File: src/rtl/rtcc_pkg.sv
// Package for the real-time clock channel: widths, codes, register indexes,
// request and response types, and the status structs passed between modules.
// Has no dependencies; every other file refers to it by scoped names.
package rtcc_pkg;

	localparam int CLOCK_W       = 32;
	localparam int HOST_W        = 64;
	localparam int PEND_W        = 56;
	localparam int RATE_W        = 32;
	localparam int QUOT_W        = 16;
	localparam int INCR_W        = 8;
	localparam int DATA_W        = 12;
	localparam int FRACTION_BITS = 8;
	localparam int DIGIT_W       = FRACTION_BITS;
	localparam int HOST_DIGITS   = HOST_W / DIGIT_W;
	localparam int PEND_DIGITS   = PEND_W / DIGIT_W;
	localparam int DIGIT_CNT_W   = $clog2(HOST_DIGITS);
	localparam int DIVSR_W       = RATE_W + QUOT_W - 1;
	localparam int CFG_IDX_W     = 2;
	localparam int CFG_DATA_W    = 32;

	localparam logic [DIGIT_CNT_W-1:0] ADD_LAST = DIGIT_CNT_W'(PEND_DIGITS - 2);
	localparam logic [DIGIT_CNT_W-1:0] CNT_LAST = DIGIT_CNT_W'(HOST_DIGITS - 1);
	localparam logic [PEND_W-1:0]      PEND_MAX = {PEND_W{1'b1}};

	localparam logic FUNC_TICK = 1'b0;
	localparam logic FUNC_READ = 1'b1;

	localparam logic [CFG_IDX_W-1:0] REG_INCREMENT = 2'd0;
	localparam logic [CFG_IDX_W-1:0] REG_RATE      = 2'd1;
	localparam logic [CFG_IDX_W-1:0] REG_FULL      = 2'd2;
	localparam logic [CFG_IDX_W-1:0] REG_CAP       = 2'd3;

	typedef struct packed {
		logic              func;
		logic [HOST_W-1:0] host_ticks;
	} req_t;

	typedef struct packed {
		logic [CLOCK_W-1:0] clock_value;
		logic [DATA_W-1:0]  channel_data;
		logic               channel_full;
	} rsp_t;

	typedef struct packed {
		logic [INCR_W-1:0] increment;
		logic [RATE_W-1:0] ticks_per_us_q8;
		logic              full_flag;
		logic [QUOT_W-1:0] max_us_per_read;
	} cfg_t;

	typedef struct packed {
		logic              done;
		logic [PEND_W-1:0] pending;
	} acc_stat_t;

	typedef struct packed {
		logic              done;
		logic [QUOT_W-1:0] quot;
		logic [PEND_W-1:0] rem;
	} div_res_t;

	typedef enum logic [1:0] {
		ST_IDLE,
		ST_ACCUM,
		ST_DIVIDE,
		ST_FINISH
	} state_t;

endpackage

File: src/rtl/realtime_clock_channel.sv
// Top level of the real-time clock channel: control sequencer, clock counter
// and response register. Uses rtcc_pkg, rtcc_regs, rtcc_accum and rtcc_div.
//
// Usage: requests arrive on req_valid/req_stall with a req_t payload; every
// request yields exactly one response on rsp_valid/rsp_stall. A tick request
// (func 0) adds the increment register to the clock. A read request (func 1)
// with increment zero moves elapsed host time, in whole microseconds up to
// max_us_per_read, into the clock; any other read leaves the clock alone.
// The block works on one request at a time and holds req_stall high while busy.
// Ticks and untimed reads go straight to the FINISH state, which loads the response.
// A timed read goes through the ACCUM state for the byte-serial tick difference
// and pending add, the DIVIDE state for the one-bit-per-cycle capped divide,
// and the FINISH state, which loads the response.
// The next request is taken in the cycle after the response is loaded, even
// if that response still waits downstream; a stalled response holds.
// Write registers over cfg_we/cfg_index/cfg_data only while idle (unenforced).
// Reset clears the clock and read tracking and restores register defaults.
module realtime_clock_channel (
	input  logic                            clk,
	input  logic                            arst_n,
	input  logic                            req_valid,
	output logic                            req_stall,
	input  rtcc_pkg::req_t                  req,
	output logic                            rsp_valid,
	input  logic                            rsp_stall,
	output rtcc_pkg::rsp_t                  rsp,
	input  logic                            cfg_we,
	input  logic [rtcc_pkg::CFG_IDX_W-1:0]  cfg_index,
	input  logic [rtcc_pkg::CFG_DATA_W-1:0] cfg_data
);

	rtcc_pkg::cfg_t      cfg;
	rtcc_pkg::acc_stat_t acc_stat;
	rtcc_pkg::div_res_t  div_res;
	rtcc_pkg::state_t    state_q;
	rtcc_pkg::state_t    state_next;
	logic [rtcc_pkg::CLOCK_W-1:0] clock_q;
	logic                rsp_valid_q;
	rtcc_pkg::rsp_t      rsp_q;
	logic                timed;
	logic                accept;
	logic                acc_start;
	logic                div_start;
	logic                rsp_load;

	rtcc_regs u_regs (
		.clk       (clk),
		.arst_n    (arst_n),
		.cfg_we    (cfg_we),
		.cfg_index (cfg_index),
		.cfg_data  (cfg_data),
		.cfg       (cfg)
	);

	rtcc_accum u_accum (
		.clk        (clk),
		.arst_n     (arst_n),
		.start      (acc_start),
		.host_ticks (req.host_ticks),
		.load_rem   (div_res.done),
		.rem        (div_res.rem),
		.stat       (acc_stat)
	);

	rtcc_div u_div (
		.clk     (clk),
		.arst_n  (arst_n),
		.start   (div_start),
		.pending (acc_stat.pending),
		.rate    (cfg.ticks_per_us_q8),
		.cap     (cfg.max_us_per_read),
		.res     (div_res)
	);

	assign timed = (req.func == rtcc_pkg::FUNC_READ) && (cfg.increment == '0);

	always_comb begin
		state_next = state_q;
		unique case (state_q)
			rtcc_pkg::ST_IDLE: begin
				if (req_valid) begin
					state_next = timed ? rtcc_pkg::ST_ACCUM : rtcc_pkg::ST_FINISH;
				end
			end
			rtcc_pkg::ST_ACCUM: begin
				if (acc_stat.done) begin
					state_next = rtcc_pkg::ST_DIVIDE;
				end
			end
			rtcc_pkg::ST_DIVIDE: begin
				if (div_res.done) begin
					state_next = rtcc_pkg::ST_FINISH;
				end
			end
			rtcc_pkg::ST_FINISH: begin
				if (!rsp_valid_q || !rsp_stall) begin
					state_next = rtcc_pkg::ST_IDLE;
				end
			end
			default: begin
				state_next = rtcc_pkg::ST_IDLE;
			end
		endcase
	end

	always_comb begin
		req_stall = (state_q != rtcc_pkg::ST_IDLE);
		accept    = (state_q == rtcc_pkg::ST_IDLE) && req_valid;
		acc_start = accept && timed;
		div_start = (state_q == rtcc_pkg::ST_ACCUM) && acc_stat.done;
		rsp_load  = (state_q == rtcc_pkg::ST_FINISH) && (!rsp_valid_q || !rsp_stall);
	end

	always_ff @(posedge clk or negedge arst_n) begin
		if (!arst_n) begin
			state_q     <= rtcc_pkg::ST_IDLE;
			clock_q     <= '0;
			rsp_valid_q <= 1'b0;
		end else begin
			state_q <= state_next;
			if (accept && (req.func == rtcc_pkg::FUNC_TICK)) begin
				clock_q <= clock_q + {{(rtcc_pkg::CLOCK_W - rtcc_pkg::INCR_W){1'b0}},
					cfg.increment};
			end else if ((state_q == rtcc_pkg::ST_DIVIDE) && div_res.done) begin
				clock_q <= clock_q + {{(rtcc_pkg::CLOCK_W - rtcc_pkg::QUOT_W){1'b0}},
					div_res.quot};
			end
			if (rsp_load) begin
				rsp_valid_q <= 1'b1;
			end else if (!rsp_stall) begin
				rsp_valid_q <= 1'b0;
			end
		end
	end

	always_ff @(posedge clk) begin
		if (rsp_load) begin
			rsp_q.clock_value  <= clock_q;
			rsp_q.channel_data <= clock_q[rtcc_pkg::DATA_W-1:0];
			rsp_q.channel_full <= cfg.full_flag;
		end
	end

	assign rsp_valid = rsp_valid_q;
	assign rsp       = rsp_q;

endmodule

File: src/rtl/rtcc_regs.sv
// Configuration register file of the real-time clock channel.
// Depends on rtcc_pkg for the register indexes and the cfg_t struct.
module rtcc_regs (
	input  logic                           clk,
	input  logic                           arst_n,
	input  logic                           cfg_we,
	input  logic [rtcc_pkg::CFG_IDX_W-1:0]  cfg_index,
	input  logic [rtcc_pkg::CFG_DATA_W-1:0] cfg_data,
	output rtcc_pkg::cfg_t                 cfg
);

	rtcc_pkg::cfg_t cfg_q;

	always_ff @(posedge clk or negedge arst_n) begin
		if (!arst_n) begin
			cfg_q.increment       <= rtcc_pkg::INCR_W'(1);
			cfg_q.ticks_per_us_q8 <= rtcc_pkg::RATE_W'(256);
			cfg_q.full_flag       <= 1'b0;
			cfg_q.max_us_per_read <= rtcc_pkg::QUOT_W'(400);
		end else if (cfg_we) begin
			unique case (cfg_index)
				rtcc_pkg::REG_INCREMENT: begin
					cfg_q.increment <= cfg_data[rtcc_pkg::INCR_W-1:0];
				end
				rtcc_pkg::REG_RATE: begin
					cfg_q.ticks_per_us_q8 <= cfg_data[rtcc_pkg::RATE_W-1:0];
				end
				rtcc_pkg::REG_FULL: begin
					cfg_q.full_flag <= cfg_data[0];
				end
				rtcc_pkg::REG_CAP: begin
					cfg_q.max_us_per_read <= cfg_data[rtcc_pkg::QUOT_W-1:0];
				end
				default: begin
				end
			endcase
		end
	end

	assign cfg = cfg_q;

endmodule

File: src/rtl/rtcc_accum.sv
// Digit-serial tick accumulator: forms the host tick difference one byte per
// cycle and adds it, scaled, into the saturating pending store. Uses rtcc_pkg.
module rtcc_accum (
	input  logic                        clk,
	input  logic                        arst_n,
	input  logic                        start,
	input  logic [rtcc_pkg::HOST_W-1:0] host_ticks,
	input  logic                        load_rem,
	input  logic [rtcc_pkg::PEND_W-1:0] rem,
	output rtcc_pkg::acc_stat_t         stat
);

	logic                                seen_q;
	logic [rtcc_pkg::HOST_W-1:0]         last_q;
	logic [rtcc_pkg::PEND_W-1:0]         pend_q;
	logic [rtcc_pkg::HOST_W-1:0]         now_sr_q;
	logic [rtcc_pkg::HOST_W-1:0]         last_sr_q;
	logic [rtcc_pkg::PEND_W-1:0]         pend_sr_q;
	logic                                borrow_q;
	logic                                carry_q;
	logic                                sat_q;
	logic [rtcc_pkg::DIGIT_CNT_W-1:0]    cnt_q;
	logic                                run_q;
	logic                                done_q;
	logic [rtcc_pkg::DIGIT_W:0]          dif9;
	logic [rtcc_pkg::DIGIT_W:0]          sum9;
	logic                                add_phase;
	logic                                sat_next;

	assign dif9 = {1'b0, now_sr_q[rtcc_pkg::DIGIT_W-1:0]}
		- {1'b0, last_sr_q[rtcc_pkg::DIGIT_W-1:0]}
		- {{rtcc_pkg::DIGIT_W{1'b0}}, borrow_q};
	assign sum9 = {1'b0, pend_sr_q[rtcc_pkg::DIGIT_W-1:0]}
		+ {1'b0, dif9[rtcc_pkg::DIGIT_W-1:0]}
		+ {{rtcc_pkg::DIGIT_W{1'b0}}, carry_q};
	assign add_phase = (cnt_q <= rtcc_pkg::ADD_LAST);
	assign sat_next  = sat_q | (add_phase
		? ((cnt_q == rtcc_pkg::ADD_LAST) && sum9[rtcc_pkg::DIGIT_W])
		: (dif9[rtcc_pkg::DIGIT_W-1:0] != '0));

	// The difference digit k lines up with pending digit k+1, so the store
	// is rotated one digit before the pass and lands back in order after it.
	always_ff @(posedge clk) begin
		if (start) begin
			now_sr_q  <= host_ticks;
			last_sr_q <= seen_q ? last_q : host_ticks;
			pend_sr_q <= {pend_q[rtcc_pkg::DIGIT_W-1:0],
				pend_q[rtcc_pkg::PEND_W-1:rtcc_pkg::DIGIT_W]};
			borrow_q  <= 1'b0;
			carry_q   <= 1'b0;
			sat_q     <= 1'b0;
		end else if (run_q) begin
			now_sr_q  <= now_sr_q >> rtcc_pkg::DIGIT_W;
			last_sr_q <= last_sr_q >> rtcc_pkg::DIGIT_W;
			borrow_q  <= dif9[rtcc_pkg::DIGIT_W];
			sat_q     <= sat_next;
			if (add_phase) begin
				pend_sr_q <= {sum9[rtcc_pkg::DIGIT_W-1:0],
					pend_sr_q[rtcc_pkg::PEND_W-1:rtcc_pkg::DIGIT_W]};
				carry_q   <= sum9[rtcc_pkg::DIGIT_W];
			end
		end
	end

	always_ff @(posedge clk or negedge arst_n) begin
		if (!arst_n) begin
			seen_q <= 1'b0;
			last_q <= '0;
			pend_q <= '0;
			cnt_q  <= '0;
			run_q  <= 1'b0;
			done_q <= 1'b0;
		end else begin
			done_q <= 1'b0;
			if (start) begin
				seen_q <= 1'b1;
				last_q <= host_ticks;
				cnt_q  <= '0;
				run_q  <= 1'b1;
			end else if (run_q) begin
				cnt_q <= cnt_q + 1'b1;
				if (cnt_q == rtcc_pkg::CNT_LAST) begin
					run_q  <= 1'b0;
					done_q <= 1'b1;
					pend_q <= sat_next ? rtcc_pkg::PEND_MAX : pend_sr_q;
				end
			end else if (load_rem) begin
				pend_q <= rem;
			end
		end
	end

	assign stat.done    = done_q;
	assign stat.pending = pend_q;

endmodule

File: src/rtl/rtcc_div.sv
// Bit-serial restoring divider whose quotient is limited to a cap: one
// quotient bit per cycle, yielding the quotient and the remainder. Uses rtcc_pkg.
module rtcc_div (
	input  logic                        clk,
	input  logic                        arst_n,
	input  logic                        start,
	input  logic [rtcc_pkg::PEND_W-1:0] pending,
	input  logic [rtcc_pkg::RATE_W-1:0] rate,
	input  logic [rtcc_pkg::QUOT_W-1:0] cap,
	output rtcc_pkg::div_res_t          res
);

	logic [rtcc_pkg::PEND_W-1:0]  rem_q;
	logic [rtcc_pkg::DIVSR_W-1:0] divsr_q;
	logic [rtcc_pkg::QUOT_W-1:0]  mask_q;
	logic [rtcc_pkg::QUOT_W-1:0]  quot_q;
	logic                         run_q;
	logic                         done_q;
	logic [rtcc_pkg::RATE_W-1:0]  rate_eff;
	logic [rtcc_pkg::QUOT_W-1:0]  cand;
	logic [rtcc_pkg::PEND_W-1:0]  divsr_ext;
	logic                         fits;

	assign rate_eff  = (rate == '0) ? rtcc_pkg::RATE_W'(1) : rate;
	assign cand      = quot_q | mask_q;
	assign divsr_ext = {{(rtcc_pkg::PEND_W - rtcc_pkg::DIVSR_W){1'b0}}, divsr_q};
	// A bit is kept only if the partial quotient stays within the cap, which
	// yields the smaller of the true quotient and the cap.
	assign fits      = (divsr_ext <= rem_q) && (cand <= cap);

	always_ff @(posedge clk) begin
		if (start) begin
			rem_q   <= pending;
			divsr_q <= {rate_eff, {(rtcc_pkg::QUOT_W - 1){1'b0}}};
			mask_q  <= {1'b1, {(rtcc_pkg::QUOT_W - 1){1'b0}}};
			quot_q  <= '0;
		end else if (run_q) begin
			divsr_q <= divsr_q >> 1;
			mask_q  <= mask_q >> 1;
			if (fits) begin
				rem_q  <= rem_q - divsr_ext;
				quot_q <= cand;
			end
		end
	end

	always_ff @(posedge clk or negedge arst_n) begin
		if (!arst_n) begin
			run_q  <= 1'b0;
			done_q <= 1'b0;
		end else begin
			done_q <= 1'b0;
			if (start) begin
				run_q <= 1'b1;
			end else if (run_q && mask_q[0]) begin
				run_q  <= 1'b0;
				done_q <= 1'b1;
			end
		end
	end

	assign res.done = done_q;
	assign res.quot = quot_q;
	assign res.rem  = rem_q;

endmodule

File: config.mk
export PLATFORM = sky130hd
export DESIGN_NAME = realtime_clock_channel
export DESIGN_NICKNAME = d
export VERILOG_FILES = /design/src/rtl/rtcc_pkg.sv /design/src/rtl/realtime_clock_channel.sv /design/src/rtl/rtcc_regs.sv /design/src/rtl/rtcc_accum.sv /design/src/rtl/rtcc_div.sv
export SDC_FILE = /design/constraint.sdc
export NUM_CORES = 1
export LEC_CHECK = 0
export BUFFER_PORTS_ARGS = -buffer_cell sky130_fd_sc_hd__buf_4
export CAP_MARGIN = 40
export CORE_MARGIN = 4
export CORE_UTILIZATION = 23
export CTS_BUF_LIST = sky130_fd_sc_hd__clkbuf_8
export DETAILED_ROUTE_END_ITERATION = 16
export GPL_TIMING_DRIVEN = 1
export HOLD_SLACK_MARGIN = 0.08
export SLEW_MARGIN = 15
export SYNTH_ARGS = -nofsm -noshare
export SYNTH_HDL_FRONTEND = slang
export SYNTH_SLANG_ARGS = --single-unit
File: constraint.sdc
create_clock -name clk -period 9.6 [get_ports clk]
set_input_delay 0.96 -clock clk [delete_from_list [all_inputs] [get_ports clk]]
set_output_delay 0.96 -clock clk [all_outputs]
set_load 0.03 [all_outputs]
==> impl_metrics.env, run 1 <==
export IMPL_hold_class="in2async"
export IMPL_r2r_start="state_q[1]"
export IMPL_max_cap_violations=0
export IMPL_cts_tree="yes"
export IMPL_slowest_delay_ps=660
export IMPL_synth_edf_count=305
export IMPL_synth_compound_area_share_pct=11.5
export IMPL_ir_worst_vdd_uv=98.7
export IMPL_wire_per_inst_um=15.3
export IMPL_post_cts_buffers=0
export IMPL_worst_setup_path_end_kind="register"
export IMPL_p_comb_share_pct=20.8
export IMPL_post_route_period_util_pct=46.4
export IMPL_cts_root_buf="clkbuf_8"
export IMPL_yosysSeqAreaShare_pct=54.6
export IMPL_avgSynthCellArea_um2=10.1
export IMPL_power_density_nw_per_um2=204
export IMPL_numPortBuffers=150
export IMPL_slew_viol_final=0
export IMPL_outcome="finished clean"
export IMPL_slew_headroom_pct=27.7
export IMPL_syn_area_um2=28700
export IMPL_fin_ws_ps=5150
export IMPL_reg2reg_to="clock_q[29]"
export IMPL_cts_sinks=575
export IMPL_gp_congestion=0.843
export IMPL_sw_frac_of_total_pct=31.0
export IMPL_synth_main_ff_cell="edfxtp_1"
export IMPL_die_w_um=361
export IMPL_ant_nets=0
export IMPL_clk_path_buf_depth=3
export IMPL_dp_slack_ps=4780
export IMPL_mostFrequentLayoutCells="nand2_1 (675), edfxtp_1 (305), dfrtp_1 (213), o21ai_0 (186), buf_4 (170)"
export IMPL_overflow=0
export IMPL_layout_commonest_cell="nand2_1"
export IMPL_ys_ff_latch=575
export IMPL_dp_hpwl_mm=48.1
export IMPL_areaGrowthSynthToFinish_pct=17.3
export IMPL_finalCriticalPeriod_ps=4450
export IMPL_fill_cells=13000
export IMPL_die_y_um=361
export IMPL_yosysWarnings=0
export IMPL_critical_path_class="reg2reg"
export IMPL_coreArea_um2=124000
export IMPL_fin_worst_skew_ps=73.4
export IMPL_drcViolationCount=0
export IMPL_cp_max_fo=18
export IMPL_synth_top_family_by_area="simple AND/OR/NAND/NOR gates"
export IMPL_drt_total_wl_mm=71.8
export IMPL_p_int_mw=4.74
export IMPL_setup_viol=0
export IMPL_cellLeakagePower_nw=14.2
export IMPL_h_tree_depth=3
export IMPL_yosys_area_share_simple_pct=16.1
export IMPL_grt_pass1_vias=20600
export IMPL_cp_cell_sequence="inv_1, ha_1, nand3b_1, mux2_2, ha_1, a21o_1, a21oi_1, o21a_1, nor3_1, o41a_1, a2111oi_0, nor3_1, nand2_1, nor2_1, xor2_1"
export IMPL_fin_setup_tns_ps=0
export IMPL_die_area_um2=130000
export IMPL_worst_skew_pair_late_latency_ps=740
export IMPL_final_hold_viol_count=0
export IMPL_synth_xor_area_share_pct=2.81
export IMPL_grt_max_degree=256
export IMPL_gr_usage_all_layers_pct=10.8
export IMPL_antenna_found_initial=6
export IMPL_drt_initial_drc_count=1449
export IMPL_finalPower_mw=6.87
export IMPL_num_io_pins=151
export IMPL_syn_inst=2845
export IMPL_arrival_ps=5080
export IMPL_numCtsBuffers=96
export IMPL_cts_reportedPaths_clkPinSlew_ps=70
export IMPL_drt_pass1_iterations=7
export IMPL_synth_area_leaders="edfxtp_1 (32%), dfrtp_1 (19%), nand2_1 (8.9%)"
export IMPL_yosys_area_top_type_share_pct=31.9
export IMPL_syn_nets=3063
export IMPL_vias=20600
export IMPL_cts_resized=0
export IMPL_max_freq_mhz=224
export IMPL_nets=3183
export IMPL_drive_gt1_share_pct=14.2
export IMPL_seqPwrFrac_pct=46.7
export IMPL_critPathLaunchType="register"
export IMPL_rsz0062_at_grt="false"
export IMPL_worstMarginPinSlew_ps=1080
export IMPL_crit_required_ps=10230
export IMPL_r2r_slack_ps=5150
export IMPL_synthAdderAreaFrac_pct=5.13
export IMPL_power_switching_mw=2.13
export IMPL_design_area_um2=33700
export IMPL_synth_area_mux_share_pct=5.97
export IMPL_postCtsHoldBufs=0
export IMPL_ys_async_sr_fraction_pct=38.3
export IMPL_start_util_pct=23.2
export IMPL_synth_cell_types=69
export IMPL_row_count=129
export IMPL_hold_slack_ps=144
export IMPL_rr_worst_depth=15
export IMPL_grt_pass1_wl_mm=114
export IMPL_placed_area_um2=31600
export IMPL_clkPwrFrac_pct=32.5
export IMPL_via_per_inst=4.39
export IMPL_cpMaxStageDelayCell="nor3_1"
export IMPL_synth_top_area_cell="edfxtp_1"
Yosys cell counts (all sizes together) (27+ instances only):
library cell,instances
xnor2,56
nand2,679
ha,108
inv,119
buf,29
edfxtp,305
nor2,149
dfxtp,50
mux2i,97
nand2b,71
a21oi,145
clkbuf,129
mux2,66
o21ai,187
a21o,41
dfrtp,215
o31ai,36
o22ai,58
xor2,36
nand4,27
cell type report:
type                    count  area (um^2)  area share, %
clock buffers             112         1540           4.58
flip-flops and latches    575        15700           46.6
clock inverters            68          425           1.26
diodes                      6         15.0         0.0446
inverters                 120          450           1.34
repair buffers            180         1520           4.51
well taps                1637         2050           6.09
multi-input cells        1992        12000           35.6
through the flow:
stage / cells / utilization [%]
2_1_floorplan: 2845 / -
3_3_place_gp: 4496 / 25.4
3_5_place_dp: 4502 / 25.5
4_1_cts: 4682 / 27.1
5_1_grt: 4689 / 27.2
6_report: 4690 / 27.2
worst max-delay path by stage:
stage,start,to,slack (ps),depth (start not counted)
floorplan,u_div.rem_q[0],u_div.rem_q[0],2530,12
global placement,req[64],clock_q[29],4700,14
detailed placement,req[64],clock_q[29],4780,14
CTS,state_q[0],clock_q[29],5060,15
global route,u_accum.borrow_q,u_accum.pend_q[0],4700,17
finish,state_q[1],clock_q[29],5150,15
layer usage:
layer	GRT usage, %	share of wire [%]	up-vias
li1	-	-	10100
met4	4.49	3.5	0
met2	18.7	49	403
met5	0	0	-
met3	1.66	3.9	148
met1	13.5	44	9883
power groups by stage:
stage | Sequential (mW) | Combinational, mW | Clock, mW
floorplan | 3.25 | 0.962 | 0
global placement | 3.25 | 1.39 | 0
detailed placement | 3.26 | 1.44 | 0
CTS | 3.21 | 1.45 | 2.31
global route | 3.25 | 1.62 | 2.43
finish | 3.21 | 1.43 | 2.23
state kept, by name, indices dropped and copies added (netlist names), 3 cells and up:
signal,cells
u_accum.last_q,64
u_accum.last_sr_q,64
u_accum.now_sr_q,64
u_regs.cfg,57
u_accum.pend_q,56
u_accum.pend_sr_q,56
u_div.rem_q,56
u_div.divsr_q,47
rsp,33
clock_q,32
u_div.mask_q,16
u_div.quot_q,16
u_accum.cnt_q,3
cells by family after synthesis:
family | count (synthesis)
simple gates | 1069
flops | 575
compound gates | 554
buf+inv | 278
mux | 163
xor+xnor | 92
fa+ha+maj | 114
critical path: cells and delay by family (launching register included):
kind | cells | cell delay [ps]
buf+inv | 1 | 110
fa+ha+maj | 2 | 540
xor+xnor | 1 | 170
compound gates | 5 | 800
mux | 1 | 510
simple gates | 5 | 1790
flops | 1 | 420
Note: power is estimated with default switching activity, not from simulation.
==> inputs of run 2 (changes only) <==
==> constraint.sdc (replaced) <==
create_clock -name clk -period 4.21 [get_ports clk]
set_input_delay 0.421 -clock clk [delete_from_list [all_inputs] [get_ports clk]]
set_output_delay 0.421 -clock clk [all_outputs]
set_load 0.03 [all_outputs]
==> run 2 against run 1 <==
Net effect: via count up 1.8%; die area unchanged; setup slack worse by 4900 ps; hold slack better by 150 ps; cell count up 2.5%; largest power group unchanged; clock skew up 14 ps.
==> impl_metrics.env, run 2 (synthesis gave the netlist of run 1 again) <==
export IMPL_antenna_found_initial=5
export IMPL_cts_reportedPaths_clkPinSlew_ps=60
export IMPL_fill_cells=12800
export IMPL_areaGrowthSynthToFinish_pct=21.9
export IMPL_rr_worst_depth=18
export IMPL_die_w_um=361
export IMPL_worst_skew_pair_late_latency_ps=780
export IMPL_fin_worst_skew_ps=87.6
export IMPL_arrival_ps=4600
export IMPL_gp_congestion=0.835
export IMPL_ir_worst_vdd_uv=211
export IMPL_critPathLaunchType="register"
export IMPL_wire_per_inst_um=15.0
export IMPL_reg2reg_to="u_accum.pend_q[14]"
export IMPL_via_per_inst=4.36
export IMPL_worstMarginPinSlew_ps=1070
export IMPL_die_area_um2=130000
export IMPL_die_y_um=361
export IMPL_numPortBuffers=150
export IMPL_r2r_start="u_accum.borrow_q"
export IMPL_hold_slack_ps=292
export IMPL_dp_hpwl_mm=48.4
export IMPL_max_cap_violations=0
export IMPL_cts_root_buf="clkbuf_8"
export IMPL_drive_gt1_share_pct=14.6
export IMPL_num_io_pins=151
export IMPL_dp_slack_ps=140
export IMPL_outcome="finished clean"
export IMPL_critical_path_class="reg2reg"
export IMPL_drt_initial_drc_count=1282
export IMPL_worst_setup_path_end_kind="register"
export IMPL_grt_max_degree=242
export IMPL_power_density_nw_per_um2=459
export IMPL_slew_headroom_pct=28.7
export IMPL_layout_commonest_cell="nand2_1"
export IMPL_r2r_slack_ps=200
export IMPL_placed_area_um2=31800
export IMPL_vias=21000
export IMPL_ant_nets=0
export IMPL_row_count=129
export IMPL_design_area_um2=35000
export IMPL_coreArea_um2=124000
export IMPL_hold_class="in2async"
export IMPL_finalCriticalPeriod_ps=4010
export IMPL_stdcell_count=4808
export IMPL_nets=3302
export IMPL_drt_pass1_iterations=5
export IMPL_gr_usage_all_layers_pct=10.9
export IMPL_numCtsBuffers=97
export IMPL_h_tree_depth=3
export IMPL_final_hold_viol_count=0
export IMPL_grt_pass1_wl_mm=115
export IMPL_overflow=0
export IMPL_cts_sinks=575
export IMPL_max_freq_mhz=249
export IMPL_mostFrequentLayoutCells="nand2_1 (675), edfxtp_1 (305), dfrtp_1 (213), o21ai_0 (184), buf_4 (180)"
export IMPL_start_util_pct=23.2
export IMPL_crit_required_ps=4800
export IMPL_slew_viol_final=0
export IMPL_drcViolationCount=0
export IMPL_fin_ws_ps=198
export IMPL_drt_total_wl_mm=72.0
export IMPL_clk_path_buf_depth=3
export IMPL_place_inst=4514
export IMPL_grt_pass1_vias=20800
export IMPL_setup_viol=0
export IMPL_fin_util_pct=28.3
export IMPL_cts_tree="yes"
export IMPL_cp_max_fo=29
export IMPL_reg_top3="u_accum.last_q (64), u_accum.last_sr_q (64), u_accum.now_sr_q (64)"
export IMPL_post_route_period_util_pct=95.3
export IMPL_cellLeakagePower_nw=14.8
run 2: cell count changes in the layout (fill, tap and decap cells not counted), moves of 3 or more:
cell           previous run  this run
a21oi_1                 145       142
a21oi_2                   0         3
buf_12                    3        12
buf_16                    6         2
buf_4                   170       180
bufinv_16                 3         6
clkinv_1                 16         6
clkinv_2                 14        18
dlygate4sd3_1             0       102
run 2: power breakdown:
part	switching, mW	total (mW)	internal, mW	leakage (nW)
clock	2.49	5.36	2.87	1.20
combinational	1.84	3.35	1.51	7.75
sequential	0.596	7.34	6.75	5.84
run 2: critical path, stage by stage, from the launching register on:
cell	delay (ps)
dfxtp_1	330
inv_1	60
fa_1	480
fa_1	420
nand2b_1	170
a21oi_2	170
o21bai_1	100
a21oi_2	180
xnor2_1	170
ha_1	300
or2_2	280
a21oi_1	150
a21oi_1	70
a31oi_1	200
o211ai_1	150
buf_4	170
clkbuf_16	190
o22ai_1	150
o21ai_0	100
run 2: how the worst max path moves through the flow:
stage	from	to
after global routing	u_accum.borrow_q	u_accum.pend_q[45]
after detailed placement	state_q[0]	clock_q[26]
after global placement	state_q[0]	clock_q[28]
after CTS	state_q[0]	clock_q[26]
final	u_accum.borrow_q	u_accum.pend_q[14]
after floorplan	u_div.rem_q[0]	u_div.rem_q[0]
run 2: per-layer routing:
| layer | GRT usage (%) | routed length [um] | vias to the layer above |
|---|---|---|---|
| li1 | - | - | 10400 |
| met1 | 13.6 | 31400 | 9983 |
| met2 | 18.8 | 35500 | 452 |
| met3 | 1.82 | 2980 | 137 |
| met4 | 4.06 | 2120 | 0 |
| met5 | 0 | 0 | - |
run 2: final cells by class:
cell class	instances	area, um^2	area share [%]
Antenna cell	4	10.0	0.0286
Clock buffer	113	1560	4.44
Clock inverter	69	537	1.53
Inverter	120	450	1.29
Multi-Input combinational cell	1992	12000	34.3
Sequential cell	575	15700	44.8
Tap cell	1637	2050	5.85
Timing Repair Buffer	298	2710	7.74
run 2: timing repair:
item	in CTS	in global routing
hold endpoints to repair	332	0
hold buffers	102	0
setup buffers	0	5
endpoints found under the setup margin	0	30
resized for setup	0	9
run 2: per-stage QoR:
step | power, mW | TNS, ps
2_1_floorplan | 9.61 | 0
3_3_place_gp | 10.6 | 0
3_5_place_dp | 10.7 | 0
4_1_cts | 16.3 | 0
5_1_grt | 17.0 | -11.5
6_report | 16.1 | 0
